==> src/hw/rtl/knock_retard_controller_macros.svh <==
// Assertion macros used by the knock retard controller top level.
`ifndef KNOCK_RETARD_CONTROLLER_MACROS_SVH
`define KNOCK_RETARD_CONTROLLER_MACROS_SVH

`ifndef SYNTHESIS

// Same-cycle implication, reset disables the check
`define KRC_ASSERT_NOW(lbl, ante, cons, msg) \
	lbl: assert property (@(posedge clk) disable iff (!arst_n) (ante) |-> (cons)) \
		else $error(msg);

// Next-cycle implication, reset disables the check
`define KRC_ASSERT_NEXT(lbl, ante, cons, msg) \
	lbl: assert property (@(posedge clk) disable iff (!arst_n) (ante) |=> (cons)) \
		else $error(msg);

`else

`define KRC_ASSERT_NOW(lbl, ante, cons, msg)
`define KRC_ASSERT_NEXT(lbl, ante, cons, msg)

`endif

`endif

==> src/hw/rtl/krc_pkg.sv <==
// Package: types, widths and constants of the knock retard controller.
`default_nettype none

package krc_pkg;

	// Field widths
	localparam int AggrW    = 7;
	localparam int RecovW   = 10;
	localparam int WindowW  = 16;
	localparam int LevelW   = 15;
	localparam int GainW    = 13;
	localparam int TimingW  = 14;
	localparam int AngleW   = 13;
	localparam int CountW   = 32;
	localparam int CfgDataW = 16;
	localparam int CfgIdxW  = 2;

	// Step product: (timing + offset) * aggression, signed
	localparam int DistW    = TimingW + 1;
	localparam int ProdW    = DistW + AggrW + 1;
	localparam int MagW     = 21;
	localparam int QuotW    = 14;
	localparam int SumW     = 16;

	localparam logic signed [DistW-1:0] TimingOffset = 15'sd2000;
	localparam logic [WindowW-1:0]      TickSat      = '1;

	// Divide by 100: q = (n * DivMul) >> DivShift, exact for n below 1864135
	// (error term 72 * n stays below 2^27 for |product| <= 1294257)
	localparam int DivShift = 27;
	localparam logic [MagW-1:0] DivMul = 21'd1342178;

	// Reset values of the configuration registers
	localparam logic [AggrW-1:0]   AggrReset   = 7'd10;
	localparam logic [RecovW-1:0]  RecovReset  = 10'd1;
	localparam logic [WindowW-1:0] WindowReset = 16'd100;

	typedef enum logic {
		FUNC_SAMPLE = 1'b0,
		FUNC_TICK   = 1'b1
	} krc_func_t;

	typedef enum logic [CfgIdxW-1:0] {
		REG_AGGRESSION = 2'd0,
		REG_RECOVERY   = 2'd1,
		REG_WINDOW     = 2'd2
	} krc_reg_t;

	// One word after the input register
	typedef struct packed {
		krc_func_t                 func;
		logic signed [LevelW-1:0]  knock_level;
		logic signed [GainW-1:0]   gain_adjust;
		logic signed [ProdW-1:0]   step_product;
		logic signed [LevelW-1:0]  new_threshold;
		logic [AngleW-1:0]         new_max_retard;
	} krc_item_t;

	// Controller state
	typedef struct packed {
		logic [AngleW-1:0]         retard_now;
		logic [CountW-1:0]         knock_total;
		logic signed [LevelW-1:0]  threshold_now;
		logic [AngleW-1:0]         max_retard_now;
		logic [WindowW-1:0]        ticks_since_knock;
		logic                      recent_flag;
		logic                      active_flag;
	} krc_state_t;

endpackage

`default_nettype wire

==> src/hw/rtl/krc_update.sv <==
// State update for one word: knock detect, retard step and clamp, tick recovery.
`default_nettype none

module krc_update
	import krc_pkg::*;
(
	input  krc_item_t          item,
	input  krc_state_t         st,
	input  logic [RecovW-1:0]  recovery_per_tick,
	input  logic [WindowW-1:0] recent_window_ticks,
	output krc_state_t         st_next,
	output logic               knock
);

	logic signed [SumW-1:0]  level;
	logic                    step_neg;
	logic [ProdW-1:0]        prod_abs;
	logic [MagW-1:0]         step_mag;
	logic [2*MagW-1:0]       recip_prod;
	logic [QuotW-1:0]        quot;
	logic signed [SumW-1:0]  amount;
	logic signed [SumW-1:0]  sum;
	logic [AngleW-1:0]       knock_retard;
	logic [AngleW-1:0]       tick_retard;
	logic [WindowW-1:0]      ticks_inc;

	// Level plus cylinder gain against the stored threshold
	assign level = SumW'(item.knock_level) + SumW'(item.gain_adjust);
	assign knock = (item.func == FUNC_SAMPLE) && (level > SumW'(st.threshold_now));

	// Step size: product / 100, truncated toward zero
	assign step_neg   = item.step_product[ProdW-1];
	assign prod_abs   = step_neg ? (-item.step_product) : item.step_product;
	assign step_mag   = prod_abs[MagW-1:0];
	assign recip_prod = (2*MagW)'(step_mag) * (2*MagW)'(DivMul);
	assign quot       = recip_prod[DivShift+QuotW-1:DivShift];
	assign amount     = step_neg ? -SumW'(quot) : SumW'(quot);

	// New retard after knock, clamped to 0..max
	assign sum = SumW'(st.retard_now) + amount;
	always_comb begin
		if (sum < 0) begin
			knock_retard = '0;
		end else if (sum > SumW'(st.max_retard_now)) begin
			knock_retard = st.max_retard_now;
		end else begin
			knock_retard = sum[AngleW-1:0];
		end
	end

	// Tick recovery, floored at zero; saturating tick count
	assign tick_retard = (st.retard_now > AngleW'(recovery_per_tick)) ?
		(st.retard_now - AngleW'(recovery_per_tick)) : '0;
	assign ticks_inc = (st.ticks_since_knock != TickSat) ?
		(st.ticks_since_knock + 1'b1) : st.ticks_since_knock;

	// Next state
	always_comb begin
		st_next = st;
		if (item.func == FUNC_TICK) begin
			st_next.retard_now        = tick_retard;
			st_next.ticks_since_knock = ticks_inc;
			st_next.recent_flag       = (ticks_inc < recent_window_ticks);
			st_next.active_flag       = (tick_retard != '0);
			st_next.threshold_now     = item.new_threshold;
			st_next.max_retard_now    = item.new_max_retard;
		end else if (knock) begin
			st_next.retard_now        = knock_retard;
			st_next.knock_total       = st.knock_total + 1'b1;
			st_next.ticks_since_knock = '0;
		end
	end

endmodule

`default_nettype wire

==> src/hw/rtl/knock_retard_controller.sv <==
// Top level of the knock retard controller: handshake, registers and config port.
//
//  channel   signals                                   role
//  -------   ---------------------------------------   -----------------------------
//  in        in_valid/in_ready + six payload ports     sample or tick word in
//  out       out_valid/out_ready + five payload ports  one result word per input word
//  cfg       cfg_we, cfg_index, cfg_wdata              register write, no wait
//
// One word per cycle sustained while out_ready is high; the result is registered.
// The step product (timing + 20 deg) * aggression is formed ahead of the input register;
// divide by 100, clamp and state update sit between the input and result registers.
// A stalled result holds the input register; in_ready stays high while a word can move.
// Reset clears state and valid flags (tick count saturates) and loads config defaults.
`default_nettype none

`include "knock_retard_controller_macros.svh"

module knock_retard_controller
	import krc_pkg::*;
(
	input  logic                     clk,
	input  logic                     arst_n,

	input  logic                     in_valid,
	output logic                     in_ready,
	input  logic                     func,
	input  logic signed [LevelW-1:0] knock_level,
	input  logic signed [GainW-1:0]  gain_adjust,
	input  logic signed [TimingW-1:0] base_timing,
	input  logic signed [LevelW-1:0] new_threshold,
	input  logic [AngleW-1:0]        new_max_retard,

	output logic                     out_valid,
	input  logic                     out_ready,
	output logic                     is_knock,
	output logic [AngleW-1:0]        retard,
	output logic [CountW-1:0]        knock_count,
	output logic                     knock_recent,
	output logic                     retard_active,

	input  logic                     cfg_we,
	input  logic [CfgIdxW-1:0]       cfg_index,
	input  logic [CfgDataW-1:0]      cfg_wdata
);

	logic [AggrW-1:0]        aggression_q;
	logic [RecovW-1:0]       recovery_q;
	logic [WindowW-1:0]      window_q;

	logic                    valid_s1;
	krc_item_t               item_s1;
	logic                    out_valid_q;
	logic                    is_knock_q;
	krc_state_t              st_q;
	krc_state_t              st_next;
	logic                    knock_now;

	logic                    advance;
	logic                    in_take;
	logic                    fire_s1;
	logic signed [DistW-1:0] timing_dist;
	logic signed [ProdW-1:0] step_product;

	// Configuration registers
	always_ff @(posedge clk or negedge arst_n) begin
		if (!arst_n) begin
			aggression_q <= AggrReset;
			recovery_q   <= RecovReset;
			window_q     <= WindowReset;
		end else if (cfg_we) begin
			unique case (cfg_index)
				REG_AGGRESSION: aggression_q <= cfg_wdata[AggrW-1:0];
				REG_RECOVERY:   recovery_q   <= cfg_wdata[RecovW-1:0];
				REG_WINDOW:     window_q     <= cfg_wdata[WindowW-1:0];
				default: ;
			endcase
		end
	end

	// Handshake
	assign advance  = !out_valid_q || out_ready;
	assign in_ready = !valid_s1 || advance;
	assign in_take  = in_valid && in_ready;
	assign fire_s1  = valid_s1 && advance;

	// Step product ahead of the input register
	assign timing_dist  = DistW'(base_timing) + TimingOffset;
	assign step_product = ProdW'(timing_dist) * ProdW'($signed({1'b0, aggression_q}));

	// Input register
	always_ff @(posedge clk or negedge arst_n) begin
		if (!arst_n) begin
			valid_s1 <= 1'b0;
		end else if (in_take) begin
			valid_s1 <= 1'b1;
		end else if (advance) begin
			valid_s1 <= 1'b0;
		end
	end

	always_ff @(posedge clk) begin
		if (in_take) begin
			item_s1.func           <= krc_func_t'(func);
			item_s1.knock_level    <= knock_level;
			item_s1.gain_adjust    <= gain_adjust;
			item_s1.step_product   <= step_product;
			item_s1.new_threshold  <= new_threshold;
			item_s1.new_max_retard <= new_max_retard;
		end
	end

	krc_update u_update (
		.item                (item_s1),
		.st                  (st_q),
		.recovery_per_tick   (recovery_q),
		.recent_window_ticks (window_q),
		.st_next             (st_next),
		.knock               (knock_now)
	);

	// State and result register; state doubles as the result payload, is_knock apart
	always_ff @(posedge clk or negedge arst_n) begin
		if (!arst_n) begin
			st_q <= '{
				retard_now:        '0,
				knock_total:       '0,
				threshold_now:     '0,
				max_retard_now:    '0,
				ticks_since_knock: TickSat,
				recent_flag:       1'b0,
				active_flag:       1'b0
			};
			out_valid_q <= 1'b0;
		end else if (advance) begin
			out_valid_q <= valid_s1;
			if (valid_s1) begin
				st_q <= st_next;
			end
		end
	end

	always_ff @(posedge clk) begin
		if (fire_s1) begin
			is_knock_q <= knock_now;
		end
	end

	assign out_valid     = out_valid_q;
	assign is_knock      = is_knock_q;
	assign retard        = st_q.retard_now;
	assign knock_count   = st_q.knock_total;
	assign knock_recent  = st_q.recent_flag;
	assign retard_active = st_q.active_flag;

	// Checks
	`KRC_ASSERT_NEXT(a_count_step, fire_s1,
		st_q.knock_total == $past(st_q.knock_total) + CountW'($past(knock_now)),
		"knock count moved by other than the knock flag")
	`KRC_ASSERT_NEXT(a_state_hold, !fire_s1, $stable(st_q),
		"state changed with no word moving")
	`KRC_ASSERT_NEXT(a_tick_no_knock, fire_s1 && (item_s1.func == FUNC_TICK), !is_knock_q,
		"tick word flagged as knock")
	`KRC_ASSERT_NEXT(a_tick_active, fire_s1 && (item_s1.func == FUNC_TICK),
		st_q.active_flag == (st_q.retard_now != '0),
		"active flag disagrees with retard after tick")
	`KRC_ASSERT_NOW(a_fire_result, fire_s1, advance && valid_s1,
		"word left input register without room in result register")

endmodule

`default_nettype wire

==> config.mk <==
export PLATFORM = sky130hd
export DESIGN_NAME = knock_retard_controller
export DESIGN_NICKNAME = d
export VERILOG_FILES = /design/src/hw/rtl/krc_pkg.sv /design/src/hw/rtl/krc_update.sv /design/src/hw/rtl/knock_retard_controller.sv
export VERILOG_INCLUDE_DIRS = /design/src /design/src/hw/rtl
export SDC_FILE = /design/constraint.sdc
export NUM_CORES = 1
export LEC_CHECK = 0
export BUFFER_PORTS_ARGS = -buffer_cell sky130_fd_sc_hd__buf_2
export CAP_MARGIN = 20
export CORE_ASPECT_RATIO = 1.5
export CORE_MARGIN = 10
export CORE_UTILIZATION = 55
export DETAILED_ROUTE_END_ITERATION = 8
export PLACE_DENSITY_LB_ADDON = 0.2
export SLEW_MARGIN = 20
export SYNTH_ARGS = -nofsm -noshare
export SYNTH_HDL_FRONTEND = slang
export SYNTH_HIERARCHICAL = 1
export SYNTH_SLANG_ARGS = --single-unit
==> constraint.sdc <==
create_clock -name clk -period 15.5 [get_ports clk]
set_input_delay 1.55 -clock clk [delete_from_list [all_inputs] [get_ports clk]]
set_output_delay 1.55 -clock clk [all_outputs]
set_load 0.01 [all_outputs]
==> Word level (Yosys, flattened, before mapping) <==
Cells that the tools add are included.
{ "totals": {"elab_cells": 67, "output_inout_bits": 50, "reg_bits": 207, "in_bits": 94} }
{ "classes": {"n_mul": 2, "n_bitwise": 1, "reduce_logical": 17, "n_addsub": 8, "eq_ne": 3, "order_cmp": 5, "muxes": 12} }
{ "op_table": {"columns": ["operator", "count"], "rows": [
  ["$mux 16", 4],
  ["$mux 13", 4],
  ["$mux 45", 1],
  ["$mul 21x20->40 const B", 1],
  ["$add 32x1->32 const B", 1],
  ["$mul 15x8->23", 1],
  ["$mux 21", 1],
  ["$neg 21->21", 1],
  ["$add 13x16->16", 1],
  ["$add 15x13->16", 1],
  ["$add 16x1->16 const B", 1],
  ["$gt 16x13->1", 1],
  ["$gt 16x15->1", 1],
  ["$lt 16x1->1 const B", 1],
  ["$lt 16x16->1", 1],
  ["$ne 16x16->1 const B", 1],
  ["$neg 14->16", 1],
  ["$add 14x12->15 const B", 1],
  ["$gt 13x10->1", 1],
  ["$reduce_bool 13->1", 1],
  ["$sub 13x10->13", 1],
  ["$reduce_and 2->1", 3],
  ["$reduce_and 3->1", 2],
  ["$reduce_and 4->1", 1],
  ["9 further kinds", 15]
]} }

==> Logic depth before layout (Yosys ltp) <==
{ "depth": {"ltp_word": 11, "ltp_mapped": 52, "depth_no_buf": 50} }

==> Hierarchy <==
Netlist, hierarchy kept.
{ "modules_own_cells": {"columns": ["module", "n_inst", "cells_each", "seq_area_each_um2", "area_each_um2"], "rows": [
  ["krc_update", 1, 1808, 0.0, 14244.9],
  ["knock_retard_controller", 1, 864, 5612.9, 11583.6]
]} }

==> Worst setup path before layout <==
OpenSTA, ideal clock, no wires.
{ "synth_timing": {"path_type": "register to register", "from": "reg item_s1[30] in the netlist's numbering", "to": "reg st_q, in the netlist retard[5]", "path_slack_ps": 4005, "n_path_buf": 2, "stages_incl_launch_ff": 49, "t_arrival_ps": 11370, "setup_ps": 125, "required_time_ps": 15375, "period_less_slack_ps": 11495, "cell_sequence": "edfxtp_1 or3_4 nor2_1 nand2_1 nor2_1 a21oi_1 xnor2_1 inv_1 ha_1 inv_1 fa_1 fa_1 inv_1 fa_1 fa_1 fa_1 inv_1 fa_1 [13 not listed] o21ai_0 a31oi_1 o211ai_1 a21oi_1 xnor2_1 ha_1 and4_1 nand3_1 nor3_1 a21oi_1 a2111o_1 a21oi_1 a211o_1 buf_6 buf_6 mux2i_1 o221ai_1 mux2_2"} }
{ "synth_rtl": {"columns": ["element", "line", "source"], "rows": [
  ["start, declared", "knock_retard_controller.sv:51", "krc_item_t item_s1;"],
  ["end signal, assigned", "knock_retard_controller.sv:124", "st_q <= '{"],
  ["end signal, assigned", "knock_retard_controller.sv:137", "st_q <= st_next;"],
  ["end, declared", "knock_retard_controller.sv:54", "krc_state_t st_q;"]
]} }

==> insert_results.sql <==
INSERT INTO impl_metrics (metric_group, metric, value, unit) VALUES
('clock_tree', 'clock-sinks', '206', ''),
('finish', 'antennaDiodeCount', '0', ''),
('critical_path', 'worstPathBufferInverterCount', '5', ''),
('sta', 'finalHoldViolations', '0', ''),
('critical_path', 'required', '15.90', 'ns'),
('sta', 'achievable-frequency', '72.27', 'MHz'),
('critical_path', 'critical_path.most_common_cell', 'sky130_fd_sc_hd__fa_1', ''),
('sta', 'final_max_slew_viol_count', '0', ''),
('logic_synthesis', 'combined_area_of_all_synthesized_cells', '25770', 'um2'),
('clock_tree', 'clk_pin_slew', '0.07', 'ns'),
('clock_tree', 'clock_latency_late_sink', '0.53', 'ns'),
('logic_synthesis', 'postSynthNetCount', '3347', ''),
('critical_path', 'timing.critical_path.max_delay_family', 'adder cells', ''),
('outcome', 'result_of_the_run', 'complete, no violations', ''),
('sta', 'timing_worst_slew_pin_value', '1.108', 'ns'),
('clock_tree', 'postCtsSetupRepairBufs', '0', ''),
('job', 'count_of_max_cap_constraint_violations', '0', ''),
('placement', 'placedCellCount', '3318', ''),
('finish', 'commonest_non_fill_non_tap_cells_in_the_layout', 'sky130_fd_sc_hd__inv_1 (506), sky130_fd_sc_hd__ha_1 (351), sky130_fd_sc_hd__fa_1 (234)', ''),
('grt', 'grt_max_degree', '82', ''),
('critical_path', 'slowest_stage', 'sky130_fd_sc_hd__xor2_1', ''),
('detailed_routing', 'drt_first_iter_violations', '842', ''),
('grt', 'grt_overflow_total', '0', ''),
('detailed_routing', 'drtPass1Iterations', '5', ''),
('logic_synthesis', 'yosysWarningCount', '6', ''),
('logic_synthesis', 'syn_avg_cell_area', '9.658', 'um2'),
('critical_path', 'timing.critical_path.slowest_cell_delay', '0.86', 'ns'),
('clock_tree', 'cts.repair.resized', '0', ''),
('finish', 'non_filler_cell_area_final', '27450', 'um2'),
('floorplanning', 'placeableCoreArea', '46480', 'um2'),
('grt', 'grt.total_usage', '23.32', '%'),
('grt', 'grt_first_pass_wirelength', '105700', 'um'),
('critical_path', 'crit_arrival', '14.24', 'ns'),
('sta', 'clock-skew-final', '0.02106', 'ns'),
('clock_tree', 'ctsHoldBuffers', '0', ''),
('detailed_routing', 'routed_via_density', '5.668', ''),
('sta', 'final_cycle_share', '89.27', '%'),
('detailed_routing', 'detail_route.drc_violations', '0', ''),
('finish', 'final_cell_count_no_fill', '3356', ''),
('logic_synthesis', 'synthCells', '2668', ''),
('detailed_routing', 'residual_antenna_violating_net_count_after_detailed_routing', '0', ''),
('sta', 'slew-limit-headroom', '25.65', '%'),
('grt', 'antenna_found_initial', '0', ''),
('sta', 'finalSetupViolCount', '0', ''),
('floorplanning', 'die_span_in_y', '285.1', 'um'),
('placement', 'globalplace.congestion', '0.9694', ''),
('placement', 'area_of_placed_instances', '26750', 'um2'),
('clock_tree', 'tritoncts_clock_tree', 'yes', ''),
('sta', 'rsz0062_at_grt', 'no', ''),
('grt', 'grt_pass1_vias', '20323', ''),
('sta', 'fin_setup_tns', '0', 'ns'),
('finish', 'final_common_cell', 'sky130_fd_sc_hd__inv_1', ''),
('floorplanning', 'boundaryPins', '144', ''),
('floorplanning', 'initial_core_util', '55.43', '%'),
('finish', 'nNetsFinal', '3427', ''),
('sta', 'timing.final.crit_period', '13.84', 'ns'),
('clock_tree', 'cts_made_buffers', '20', ''),
('detailed_routing', 'routed-via-count', '19021', ''),
('floorplanning', 'die-width', '196.7', 'um'),
('detailed_routing', 'wire_per_inst', '19.49', 'um'),
('clock_tree', 'cts.root.buffer_cell', 'sky130_fd_sc_hd__clkbuf_16', ''),
('clock_tree', 'h_tree_lvls', '1', ''),
('critical_path', 'endpoint_kind', 'flip-flop', ''),
('detailed_routing', 'route.final.wire_length', '65400', 'um'),
('clock_tree', 'buffer_levels_on_the_longest_clock_path', '3', ''),
('floorplanning', 'std_cell_rows', '97', ''),
('placement', 'detailedPlacementHpwl', '54600', 'um'),
('placement', 'port_buffers', '143', ''),
('critical_path', 'crit_fanout', '13', ''),
('critical_path', 'type_of_the_worst_setup_path', 'reg -> reg', ''),
('finish', 'layout_cell_share_with_drive_strength_beyond_1', '13.79', '%'),
('min_path', 'hp-class', 'reg -> reg', ''),
('floorplanning', 'dieArea', '56090', 'um2'),
('critical_path', 'crit_path_start_kind', 'flip-flop', ''),
('finish', 'final_util', '59.06', '%'),
('finish', 'area_delta_synth_final', '6.536', '%');
## through the flow
stage / worst slack, ns / hold WS, ns
6_report: 1.663 / 0.5076
4_1_cts: 1.712 / 0.5103
2_1_floorplan: 4.005 / 0.4572
3_3_place_gp: 2.133 / 0.4874
5_1_grt: 0.7433 / 0.5159
3_5_place_dp: 1.736 / 0.4952
## routing by layer
metal  part of all wire (%)  global-route usage (%)  up-vias
li1                       -                       -     9000
met3                    3.6                   2.173      150
met5                      0                       0        -
met4                    5.0                   10.77        0
met1                     36                   25.06     9405
met2                     55                   44.51      466
## state kept, by name, summed over array words and instances, names as in the netlist
signal and count:
retard_active 1, knock_recent 1, valid_s1 1, out_valid 1, recovery_q 10, knock_count 32, st_q 44, item_s1 79
is_knock 1, retard 13, aggression_q 7, window_q 16
## worst reg2reg max path, delay by kind of cell (launching register included)
family / cells / cell delay [ns]
AO/OA/AOI/OAI: 9 / 2.22
XOR/XNOR: 3 / 1.15
adder cells (fa/ha/maj): 10 / 4.45
buffers and inverters: 5 / 0.70
flip-flops: 1 / 0.47
multiplexers: 2 / 0.64
AND/OR/NAND/NOR: 15 / 4.07
## final timing paths
| check | from | endpoint | slack, ns | depth (start not counted) |
|---|---|---|---|---|
| setup / recovery | item_s1[36] | retard[0] | 1.66 | 44 |
| hold / removal | window_q[0] | window_q[0] | 0.51 | 1 |
| setup reg to reg | item_s1[36] | retard[0] | 1.66 | 44 |
| hold reg to reg | window_q[0] | window_q[0] | 0.51 | 1 |
| max in group asynchronous | arst_n | knock_count[9] | 12.96 | 2 |
| min in group asynchronous | arst_n | recovery_q[9] | 1.09 | 1 |
## layout make-up
class | count | area [um2]
clock inverters | 14 | 138.9
clock buffers | 22 | 508.0
repair buffers | 155 | 835.8
flip-flops and latches | 206 | 5583
multi-input cells | 1857 | 17740
well taps | 594 | 743.2
inverters | 508 | 1907
fillers | 4122 | 19030
Power is not shown: default switching activity piles up to over one toggle a cycle in this logic, so the estimate is an artifact.
